### config.mk
export PLATFORM = sky130hd
export DESIGN_NAME = bldc_six_step_commutation
export DESIGN_NICKNAME = d
export VERILOG_FILES = /design/src/rtl/bldc_pkg.sv /design/src/rtl/bldc_six_step_commutation.sv
export SDC_FILE = /design/constraint.sdc
export NUM_CORES = 1
export LEC_CHECK = 0
export BUFFER_PORTS_ARGS = -buffer_cell sky130_fd_sc_hd__clkbuf_2
export CAP_MARGIN = 20
export CELL_PAD_IN_SITES_DETAIL_PLACEMENT = 1
export CELL_PAD_IN_SITES_GLOBAL_PLACEMENT = 2
export CORE_MARGIN = 2
export CORE_UTILIZATION = 30
export DETAILED_ROUTE_END_ITERATION = 10
export PLACE_DENSITY = 0.65
export SETUP_SLACK_MARGIN = 0.4
export SLEW_MARGIN = 25
export SYNTH_ARGS = -nofsm -noshare
export SYNTH_HDL_FRONTEND = slang
export SYNTH_SLANG_ARGS = --single-unit
export TNS_END_PERCENT = 5
### constraint.sdc
create_clock -name clk -period 6.5 [get_ports clk]
set_input_delay 1.3 -clock clk [delete_from_list [all_inputs] [get_ports clk]]
set_output_delay 1.3 -clock clk [all_outputs]
set_load 0.01 [all_outputs]
### src/rtl/bldc_pkg.sv
`timescale 1ns / 1ps
// ----------------------------------------------------------------------------
// bldc_pkg
// Shared constants, types and helpers for the six-step commutation sequencer.
// ----------------------------------------------------------------------------
package bldc_pkg;

  // Alignment sequence timing, in control ticks
  localparam int ALIGN_SWITCH = 20000;
  localparam int ALIGN_END    = 30000;
  localparam int ALIGN_CNT_W  = 15;

  // Back-EMF sample width and divide-by-three by reciprocal multiply
  localparam int SAMPLE_BITS   = 12;
  localparam int BEMF_SUM_W    = SAMPLE_BITS + 2;
  localparam int DIV3_SHIFT    = BEMF_SUM_W + 2;
  localparam int DIV3_RECIP_W  = DIV3_SHIFT - 1;
  localparam int DIV3_RECIP    = (2 ** DIV3_SHIFT + 2) / 3;
  localparam int DIV3_PROD_W   = BEMF_SUM_W + DIV3_RECIP_W;

  // Compare levels
  localparam int LEVEL_W = 7;
  localparam logic [LEVEL_W-1:0] ALIGN_DUTY = LEVEL_W'(50);
  localparam logic [LEVEL_W-1:0] LOW_ON     = LEVEL_W'(100);
  localparam logic [LEVEL_W-1:0] DUTY_MAX   = LEVEL_W'(100);

  // Phase pairs
  localparam int PHASE_W = 3;
  localparam logic [PHASE_W-1:0] PHASE_C_B = 3'd0;
  localparam logic [PHASE_W-1:0] PHASE_A_B = 3'd1;
  localparam logic [PHASE_W-1:0] PHASE_A_C = 3'd2;
  localparam logic [PHASE_W-1:0] PHASE_B_C = 3'd3;
  localparam logic [PHASE_W-1:0] PHASE_B_A = 3'd4;
  localparam logic [PHASE_W-1:0] PHASE_C_A = 3'd5;

  // Legs
  localparam logic [1:0] LEG_A = 2'd0;
  localparam logic [1:0] LEG_B = 2'd1;
  localparam logic [1:0] LEG_C = 2'd2;

  // Configuration register indexes
  localparam int CFG_INDEX_W = 8;
  localparam logic [CFG_INDEX_W-1:0] CFG_OPEN_LOOP_DUTY    = 8'd0;
  localparam logic [CFG_INDEX_W-1:0] CFG_COMMUTATION_DELAY = 8'd1;
  localparam int CFG_DATA_W = 16;

  // Input tick kinds
  localparam logic TICK_CONTROL = 1'b0;
  localparam logic TICK_SAMPLE  = 1'b1;

  // Run modes
  localparam logic RUN_ALIGN = 1'b0;
  localparam logic RUN_OPEN  = 1'b1;

  typedef logic [LEVEL_W-1:0] level_t;

  function automatic logic [1:0] pair_high(input logic [PHASE_W-1:0] p);
    logic [1:0] leg;
    case (p)
      PHASE_C_B: leg = LEG_C;
      PHASE_A_B: leg = LEG_A;
      PHASE_A_C: leg = LEG_A;
      PHASE_B_C: leg = LEG_B;
      PHASE_B_A: leg = LEG_B;
      PHASE_C_A: leg = LEG_C;
      default:   leg = LEG_C;
    endcase
    return leg;
  endfunction

  function automatic logic [1:0] pair_low(input logic [PHASE_W-1:0] p);
    logic [1:0] leg;
    case (p)
      PHASE_C_B: leg = LEG_B;
      PHASE_A_B: leg = LEG_B;
      PHASE_A_C: leg = LEG_C;
      PHASE_B_C: leg = LEG_C;
      PHASE_B_A: leg = LEG_A;
      PHASE_C_A: leg = LEG_A;
      default:   leg = LEG_B;
    endcase
    return leg;
  endfunction

  function automatic logic [PHASE_W-1:0] next_phase(input logic [PHASE_W-1:0] p);
    logic [PHASE_W-1:0] n;
    if (p >= PHASE_C_A) begin
      n = PHASE_C_B;
    end else begin
      n = p + PHASE_W'(1);
    end
    return n;
  endfunction

endpackage

### src/rtl/bldc_six_step_commutation.sv
`timescale 1ns / 1ps
// The result register loads from the input register after the input transaction is
// accepted there, once the output is not stalled.
// Throughput: one transaction per cycle unless the output stalls. Once the input register
// holds a transaction, an output stall on a valid result raises in_stall in the same cycle.
// Reset: synchronous, active high; state clears, duty returns to 50, delay to 1.
// ----------------------------------------------------------------------------
// bldc_six_step_commutation
// Six-step commutation sequencer: alignment, open-loop commutation and
// back-EMF averaging, one registered pass per tick.
// ----------------------------------------------------------------------------
module bldc_six_step_commutation (
  input  logic                                   clk,
  input  logic                                   rst,
  // input channel
  input  logic                                   in_valid,
  output logic                                   in_stall,
  input  logic                                   mode,
  input  logic [bldc_pkg::SAMPLE_BITS-1:0]       bemf_a,
  input  logic [bldc_pkg::SAMPLE_BITS-1:0]       bemf_b,
  input  logic [bldc_pkg::SAMPLE_BITS-1:0]       bemf_c,
  // result channel
  output logic                                   out_valid,
  input  logic                                   out_stall,
  output logic [bldc_pkg::LEVEL_W-1:0]           high_a_level,
  output logic [bldc_pkg::LEVEL_W-1:0]           high_b_level,
  output logic [bldc_pkg::LEVEL_W-1:0]           high_c_level,
  output logic [bldc_pkg::LEVEL_W-1:0]           low_a_level,
  output logic [bldc_pkg::LEVEL_W-1:0]           low_b_level,
  output logic [bldc_pkg::LEVEL_W-1:0]           low_c_level,
  output logic [bldc_pkg::PHASE_W-1:0]           drive_phase,
  output logic                                   run_mode,
  output logic [bldc_pkg::SAMPLE_BITS-1:0]       bemf_mean,
  // configuration write channel
  input  logic                                   cfg_valid,
  output logic                                   cfg_ready,
  input  logic [bldc_pkg::CFG_INDEX_W-1:0]       cfg_index,
  input  logic [bldc_pkg::CFG_DATA_W-1:0]        cfg_data
);

  // configuration registers
  logic [bldc_pkg::LEVEL_W-1:0]     open_loop_duty;
  logic [15:0]                      commutation_delay;

  // input register
  logic                             s1_valid;
  logic                             s1_mode;
  logic [bldc_pkg::SAMPLE_BITS-1:0] s1_a;
  logic [bldc_pkg::SAMPLE_BITS-1:0] s1_b;
  logic [bldc_pkg::SAMPLE_BITS-1:0] s1_c;

  // sequencer state; the compare levels, phase, mode and average double as
  // the result register
  logic [bldc_pkg::ALIGN_CNT_W-1:0] align_count;
  logic [15:0]                      tick_count;
  bldc_pkg::level_t                 hi_lvl [3];
  bldc_pkg::level_t                 lo_lvl [3];

  logic [bldc_pkg::ALIGN_CNT_W-1:0] align_count_next;
  logic [15:0]                      tick_count_next;
  bldc_pkg::level_t                 hi_lvl_next [3];
  bldc_pkg::level_t                 lo_lvl_next [3];
  logic [bldc_pkg::PHASE_W-1:0]     drive_phase_next;
  logic                             run_mode_next;
  logic [bldc_pkg::SAMPLE_BITS-1:0] bemf_mean_next;

  logic                             do_drive;
  logic [bldc_pkg::PHASE_W-1:0]     drive_p;
  bldc_pkg::level_t                 drive_duty;
  bldc_pkg::level_t                 duty_sat;
  logic                             delay_hit;
  logic [1:0]                       leg_hi;
  logic [1:0]                       leg_lo;

  logic [bldc_pkg::BEMF_SUM_W-1:0]  bemf_sum;
  logic [bldc_pkg::DIV3_PROD_W-1:0] bemf_prod;

  logic                             out_free;
  logic                             fire;

  assign out_free  = !out_valid || !out_stall;
  assign fire      = s1_valid && out_free;
  assign in_stall  = s1_valid && !out_free;
  assign cfg_ready = 1'b1;

  assign delay_hit = tick_count >= commutation_delay;
  assign duty_sat  = (open_loop_duty > bldc_pkg::DUTY_MAX) ? bldc_pkg::DUTY_MAX
                                                           : open_loop_duty;

  // sum / 3 as a reciprocal multiply; exact for every sum that three samples give
  assign bemf_sum  = bldc_pkg::BEMF_SUM_W'(s1_a) + bldc_pkg::BEMF_SUM_W'(s1_b)
                   + bldc_pkg::BEMF_SUM_W'(s1_c);
  assign bemf_prod = bldc_pkg::DIV3_PROD_W'(bemf_sum)
                   * bldc_pkg::DIV3_PROD_W'(bldc_pkg::DIV3_RECIP);

  always_comb begin
    align_count_next = align_count;
    tick_count_next  = tick_count;
    drive_phase_next = drive_phase;
    run_mode_next    = run_mode;
    bemf_mean_next   = bemf_mean;
    do_drive         = 1'b0;
    drive_p          = bldc_pkg::PHASE_C_B;
    drive_duty       = bldc_pkg::ALIGN_DUTY;

    case (s1_mode)
      bldc_pkg::TICK_CONTROL: begin
        if (run_mode == bldc_pkg::RUN_ALIGN) begin
          if (align_count <= bldc_pkg::ALIGN_CNT_W'(1)) begin
            do_drive         = 1'b1;
            drive_p          = bldc_pkg::PHASE_C_B;
            align_count_next = align_count + bldc_pkg::ALIGN_CNT_W'(1);
          end else if (align_count < bldc_pkg::ALIGN_CNT_W'(bldc_pkg::ALIGN_SWITCH)) begin
            align_count_next = align_count + bldc_pkg::ALIGN_CNT_W'(1);
          end else if (align_count == bldc_pkg::ALIGN_CNT_W'(bldc_pkg::ALIGN_SWITCH)) begin
            do_drive         = 1'b1;
            drive_p          = bldc_pkg::next_phase(drive_phase);
            align_count_next = align_count + bldc_pkg::ALIGN_CNT_W'(1);
          end else if (align_count < bldc_pkg::ALIGN_CNT_W'(bldc_pkg::ALIGN_END)) begin
            align_count_next = align_count + bldc_pkg::ALIGN_CNT_W'(1);
          end else begin
            align_count_next = '0;
            run_mode_next    = bldc_pkg::RUN_OPEN;
          end
        end else if (delay_hit) begin
          do_drive        = 1'b1;
          drive_p         = bldc_pkg::next_phase(drive_phase);
          drive_duty      = duty_sat;
          tick_count_next = '0;
        end else begin
          tick_count_next = tick_count + 16'd1;
        end
      end
      bldc_pkg::TICK_SAMPLE: begin
        if (delay_hit) begin
          bemf_mean_next  = bemf_prod[bldc_pkg::DIV3_SHIFT +: bldc_pkg::SAMPLE_BITS];
          tick_count_next = '0;
        end else begin
          tick_count_next = tick_count + 16'd1;
        end
      end
      default: begin
        tick_count_next = tick_count;
      end
    endcase

    leg_hi = bldc_pkg::pair_high(drive_p);
    leg_lo = bldc_pkg::pair_low(drive_p);
    for (int k = 0; k < 3; k++) begin
      if (do_drive) begin
        hi_lvl_next[k] = (leg_hi == 2'(k)) ? drive_duty : '0;
        lo_lvl_next[k] = (leg_lo == 2'(k)) ? bldc_pkg::LOW_ON : '0;
      end else begin
        hi_lvl_next[k] = hi_lvl[k];
        lo_lvl_next[k] = lo_lvl[k];
      end
    end
    if (do_drive) begin
      drive_phase_next = drive_p;
    end
  end

  // configuration writes
  always_ff @(posedge clk) begin
    if (rst) begin
      open_loop_duty    <= bldc_pkg::ALIGN_DUTY;
      commutation_delay <= 16'd1;
    end else if (cfg_valid && cfg_ready) begin
      case (cfg_index)
        bldc_pkg::CFG_OPEN_LOOP_DUTY:    open_loop_duty    <= cfg_data[bldc_pkg::LEVEL_W-1:0];
        bldc_pkg::CFG_COMMUTATION_DELAY: commutation_delay <= cfg_data[15:0];
        default: begin
          // drop writes beyond the register list
        end
      endcase
    end
  end

  // input register
  always_ff @(posedge clk) begin
    if (rst) begin
      s1_valid <= 1'b0;
    end else if (!in_stall) begin
      s1_valid <= in_valid;
    end
  end

  always_ff @(posedge clk) begin
    if (in_valid && !in_stall) begin
      s1_mode <= mode;
      s1_a    <= bemf_a;
      s1_b    <= bemf_b;
      s1_c    <= bemf_c;
    end
  end

  // state and result register
  always_ff @(posedge clk) begin
    if (rst) begin
      out_valid   <= 1'b0;
      align_count <= '0;
      tick_count  <= '0;
      drive_phase <= bldc_pkg::PHASE_C_B;
      run_mode    <= bldc_pkg::RUN_ALIGN;
      bemf_mean   <= '0;
      for (int k = 0; k < 3; k++) begin
        hi_lvl[k] <= '0;
        lo_lvl[k] <= '0;
      end
    end else begin
      if (fire) begin
        out_valid   <= 1'b1;
        align_count <= align_count_next;
        tick_count  <= tick_count_next;
        drive_phase <= drive_phase_next;
        run_mode    <= run_mode_next;
        bemf_mean   <= bemf_mean_next;
        for (int k = 0; k < 3; k++) begin
          hi_lvl[k] <= hi_lvl_next[k];
          lo_lvl[k] <= lo_lvl_next[k];
        end
      end else if (!out_stall) begin
        out_valid <= 1'b0;
      end
    end
  end

  assign high_a_level = hi_lvl[0];
  assign high_b_level = hi_lvl[1];
  assign high_c_level = hi_lvl[2];
  assign low_a_level  = lo_lvl[0];
  assign low_b_level  = lo_lvl[1];
  assign low_c_level  = lo_lvl[2];

endmodule

Word level (Yosys, flattened, before mapping)
Memories as Yosys holds them, arrays and structs flattened.
Cells that the tools add are included.

storage, ports and cells
  RAM bits = 42
  flip-flop bits (word level) = 109
  word-level logic and storage cells = 126
  memories = 2
  output and inout bits = 61
  bits of input ports = 66

cells by class
  magnitude comparators = 6
  bitwise operators = 8
  equal/unequal tests = 13
  multipliers = 1
  add/sub/neg operators = 5
  reduce and logical (&&, ||, !) cells = 22
  mux-type cells = 56

memory list
  memory  words  width  rd ports  clocked after memory_dff  write ports  line                             RTL
  hi_lvl  3      7      3         0                         3            bldc_six_step_commutation.sv:56  bldc_pkg::level_t hi_lvl [3];
  lo_lvl  3      7      3         0                         3            bldc_six_step_commutation.sv:57  bldc_pkg::level_t lo_lvl [3];

operator list
  kind                                                   count
  two-way mux 7 bit                                      22
  two-way mux 15 bit                                     4
  two-way mux 16 bit                                     2
  case mux 16 bit (2 select lines)                       1
  < comparator 15 bit (second input constant)            2
  multiplier 14 x 14 -> 27 bit (second input constant)   1
  two-way mux 3 bit                                      7
  two-way mux 1 bit                                      18
  adder 16 x 1 -> 16 bit (second input constant)         1
  greater-or-equal comparator 16 bit                     1
  adder 15 x 1 -> 15 bit (second input constant)         1
  equality test 15 bit (second input constant)           1
  <= comparator 15 x 1 -> 1 bit (second input constant)  1
  adder 13 x 12 -> 14 bit                                1
  adder 12 x 12 -> 13 bit                                1
  AND reduction 2 bit                                    5
  equality test 8 x 1 -> 1 bit (second input constant)   1
  zero test 8 bit                                        1
  case mux 2 bit (2 select lines)                        2
  OR reduction 2 bit                                     4
  greater-than comparator 7 bit (second input constant)  1
  equality test 3 x 2 -> 1 bit (second input constant)   2
  equality test 3 bit (second input constant)            2
  OR 1 bit                                               6
  13 further kinds                                       23

Depth between registers and ports, before layout
  depth in word-level cells = 14
  mapped depth = 31
  depth with buffers taken out = 31

Worst setup path after synthesis
Ideal clock, no wire load.

  path type = register to register
  from = register s1_a[1] (netlist name)
  to = register bemf_mean[11] (netlist name)
  setup slack = -0.720 ns
  cell stages (with the launch flop) = 32
  library setup time = 0.122 ns
  clock period less this slack = 7.220 ns
  path buffers = 0
  data arrival time = 7.098 ns
  cell sequence = edfxtp_1 > inv_1 > fa_1 > inv_1 > ha_1 > inv_1 > fa_1 > nor2b_1 > o31a_1 > o211ai_1 > a21o_1 > nand2_1 > nor2_1 > xor2_1 > inv_1 > ha_1 > ha_1 > xnor2_1 > fa_1 > fa_1 > inv_1 > fa_1 > inv_1 > ha_1 > a21oi_2 > o21ai_1 > or4_1 > a21o_1 > a311o_1 > a2111oi_4 > o21ba_2 > o31ai_2

on the way
  word-level cells in the longest chain between the ends = 3

RTL lines
  item                          line                              RTL
  start: declaration            bldc_six_step_commutation.sv:48   logic [bldc_pkg::SAMPLE_BITS-1:0] s1_a;
  start signal: assignment      bldc_six_step_commutation.sv:191  s1_a <= bemf_a;
  adder 12 x 12 -> 13 bit       bldc_six_step_commutation.sv:91   assign bemf_sum = bldc_pkg::BEMF_SUM_W'(s1_a) + bldc_pkg::BEMF_SUM_W'(s1_b)
  adder 13 x 12 -> 14 bit       bldc_six_step_commutation.sv:92   + bldc_pkg::BEMF_SUM_W'(s1_c);
  multiplier 14 x 14 -> 27 bit  bldc_six_step_commutation.sv:94   * bldc_pkg::DIV3_PROD_W'(bldc_pkg::DIV3_RECIP);
  end signal: assignment        bldc_six_step_commutation.sv:217  bemf_mean <= bemf_mean_next;
  end: declaration              bldc_six_step_commutation.sv:33   output logic [bldc_pkg::SAMPLE_BITS-1:0] bemf_mean,

Every way passes these cells.
A chain may end at the register's enable or synchronous reset.

Worst setup path in the final report
  from = register s1_a[3] (netlist name)
  to = register bemf_mean[8] (netlist name)

The elaborated chain is that of the path after synthesis.

==> impl_results.md <==
* Setup ws final at -0.6636 ns
* Register area share after synthesis at 34.01%
* Post-synth EDFFs at 61
* Global-route wire length before repair at 42.78 mm
* P&R area growth vs syn at 28.62%
* Reg2Reg Depth at 29
* Clk_skew at 0.01049 ns
* WL final at 26.41 mm
* Fraction of registers with async set/reset at 0%
* Vias in the first global route at 7925
* Largest net degree at the start of global routing at 38
* Floorplan core area at 31560 um2
* Worst-Skew Late Latency at 0.43 ns
* Dpl hpwl at 21.79 mm
* Clk slew on worst S/H paths at 0.06 ns
* Status: finished with violations
* Synth Register Bits at 133
* CP max stage cell: fa_1
* Slew Limit Fails at 0
* Drt drc at 0
* Crit path launch type: flip-flop
* I/O pin cnt at 127
* Vias/cell at 4.577
* GP Congestion at 0.7950
* Post-layout util at 39.22%
* CP required at 6.82 ns
* Worst Path Max Fanout at 3
* F_max at 139.6 MHz
* CTS root buffer: clkbuf_16
* Share of layout cells above drive strength 1 at 27.68%
* Antenna Cells at 0
* Mapped Avg Cell Area at 10.19 um2
* First-pass DRT Iterations at 4
* CTS max path bufs at 2
* Die extent in y at 183.1 um
* Post-Syn Area at 9623 um2
* Max_cap viols at 0
* Post-DRT Antenna Nets at 0
* Failing checks: setup timing
* Initial drt markers at 258
* Initial Util at 30.50%
* Tightest Pin Transition at 0.9608 ns
* Row Count at 65
* Tot GR Track Use at 16.59%
* GRT overflow at 0
* Most common cell after layout, fill and taps aside: buf_4
* Most frequent cells in the layout: 116 x buf_4, 113 x clkbuf_2, 107 x inv_1, 106 x nor2_1, 105 x ha_1
* Final min period at 7.164 ns
* Hold WC Path Type: flip-flop to flip-flop
* Synth Warn # at 0
* Htree depth at 4
* Post-DR wirelength/cell at 16.64 um
* Die width at 183.1 um
* Sinks on Clock Net at 133
* Count of cell types in the netlist at 61
* Die area at 33530 um2
* Worst Setup Path Type: flip-flop to flip-flop
* Hold Fails Final Rpt at 0
* Setup Viol. Count Final at 11
* I/O Buffers at 113
* Inserted Clock Buffers at 17
* Top_reg_cell synth: dfxtp_1
* Hold path depth at 1
* Nets at 1424
* CTS tree: built
* Critical path data arrival time at 7.48 ns
* Relative slew slack at 35.45%
* Mapped Cells at 944
* Crit-path max cell delay at 0.54 ns
* Initial antenna violation count at 1
* Vias at 7264
* RSZ-0062 raised after global routing: yes
* Crit end category: flip-flop
* Fin crit share at 110.2%
## cell usage after synthesis, drive strengths merged (3+ instances only)
cell | count | area (um2)
nor3 | 10 | 55.05
a21oi | 43 | 222.7
nand4 | 16 | 100.1
or3 | 3 | 18.77
clkbuf | 9 | 33.78
buf | 22 | 155.1
nor2 | 107 | 401.6
ha | 123 | 1539
o22ai | 4 | 25.02
mux2i | 24 | 240.2
a31oi | 6 | 37.54
or2 | 3 | 18.77
edfxtp | 61 | 1832
nand3b | 3 | 22.52
nand2 | 41 | 153.9
o211ai | 4 | 30.03
xor2 | 32 | 280.3
dfxtp | 72 | 1441
nor4bb | 3 | 30.03
and3 | 7 | 43.79
inv | 112 | 420.4
nand2b | 12 | 75.07
nand3 | 24 | 120.1
a211oi | 5 | 37.54
and2 | 9 | 57.56
o21ai | 20 | 100.1
nor4 | 6 | 37.54
a211o | 4 | 35.03
fa | 63 | 1261
nor2b | 11 | 68.82
a21o | 18 | 136.4
xnor2 | 29 | 254.0
o21a | 6 | 45.04
o31ai | 3 | 32.53
## final timing paths
kind,start,end,slack [ns]
min,bemf_mean[10],bemf_mean[10],0.46
min reg2reg,bemf_mean[10],bemf_mean[10],0.46
max reg2reg,s1_a[3],bemf_mean[8],-0.66
max,s1_a[3],bemf_mean[8],-0.66
## logic make-up after synthesis
logic type,synth area share [%]
flip-flops,34.01
AO/OA/AOI/OAI,9.141
AND/OR/NAND/NOR,13.29
adder cells (fa/ha/maj),29.10
XOR/XNOR,5.552
multiplexers,2.496
buffers and inverters,6.332
other,0.07804
## critical path: cells and delay by family (launching register included)
family / cells / cell delay, ns
compound gates: 7 / 1.46
xor+xnor: 3 / 0.53
fa+ha+maj: 8 / 3.04
buf+inv: 5 / 0.55
flops: 1 / 0.40
mux: 1 / 0.14
simple gates: 5 / 0.95
## flip-flops by register name, summed over array words and instances (netlist names)
name               cells
open_loop_duty         7
bemf_mean             12
hi_lvl                21
tick_count            16
align_count           15
s1_c                  12
out_valid              1
s1_a                  12
commutation_delay     16
run_mode               1
s1_b                  12
lo_lvl                 3
s1_valid               1
drive_phase            3
s1_mode                1
## layout make-up
cell class | instances | area, um2
Multi-Input combinational cell | 679 | 6161
Inverter | 112 | 420.4
Sequential cell | 133 | 3273
Timing Repair Buffer | 229 | 1436
Tap cell | 402 | 503.0
Clock inverter | 14 | 153.9
Fill cell | 3598 | 19180
Clock buffer | 18 | 429.2
## repair_timing
action / CTS / global route
setup buffers: 14 / 2
hold buffers: 0 / 0
gates resized for setup: 7 / 6
endpoints found under the setup margin: 12 / 12
pin swaps: 24 / 4
## metrics by stage
step	TNS [ns]	area (um2)	worst slack (ns)	hold slack, ns	instances
floorplan	-0.8815	9975	-0.4160	0.4423	955
global placement	-4.218	11610	-0.7780	0.4513	1539
detailed placement	-5.097	11620	-0.8829	0.4568	1539
CTS	-3.873	12330	-0.6753	0.4703	1585
global route	-7.604	12380	-0.9758	0.4798	1587
finish	-3.838	12380	-0.6636	0.4625	1587
## routing by layer
metal | share of wire (%) | track usage (%)
met1 | 45 | 20.77
met2 | 50 | 28.88
met3 | 3.2 | 3.634
met4 | 1.3 | 4.416
met5 | 0.049 | 0
Power is not shown: default switching activity piles up to over one toggle a cycle in this logic, so the estimate is an artifact.
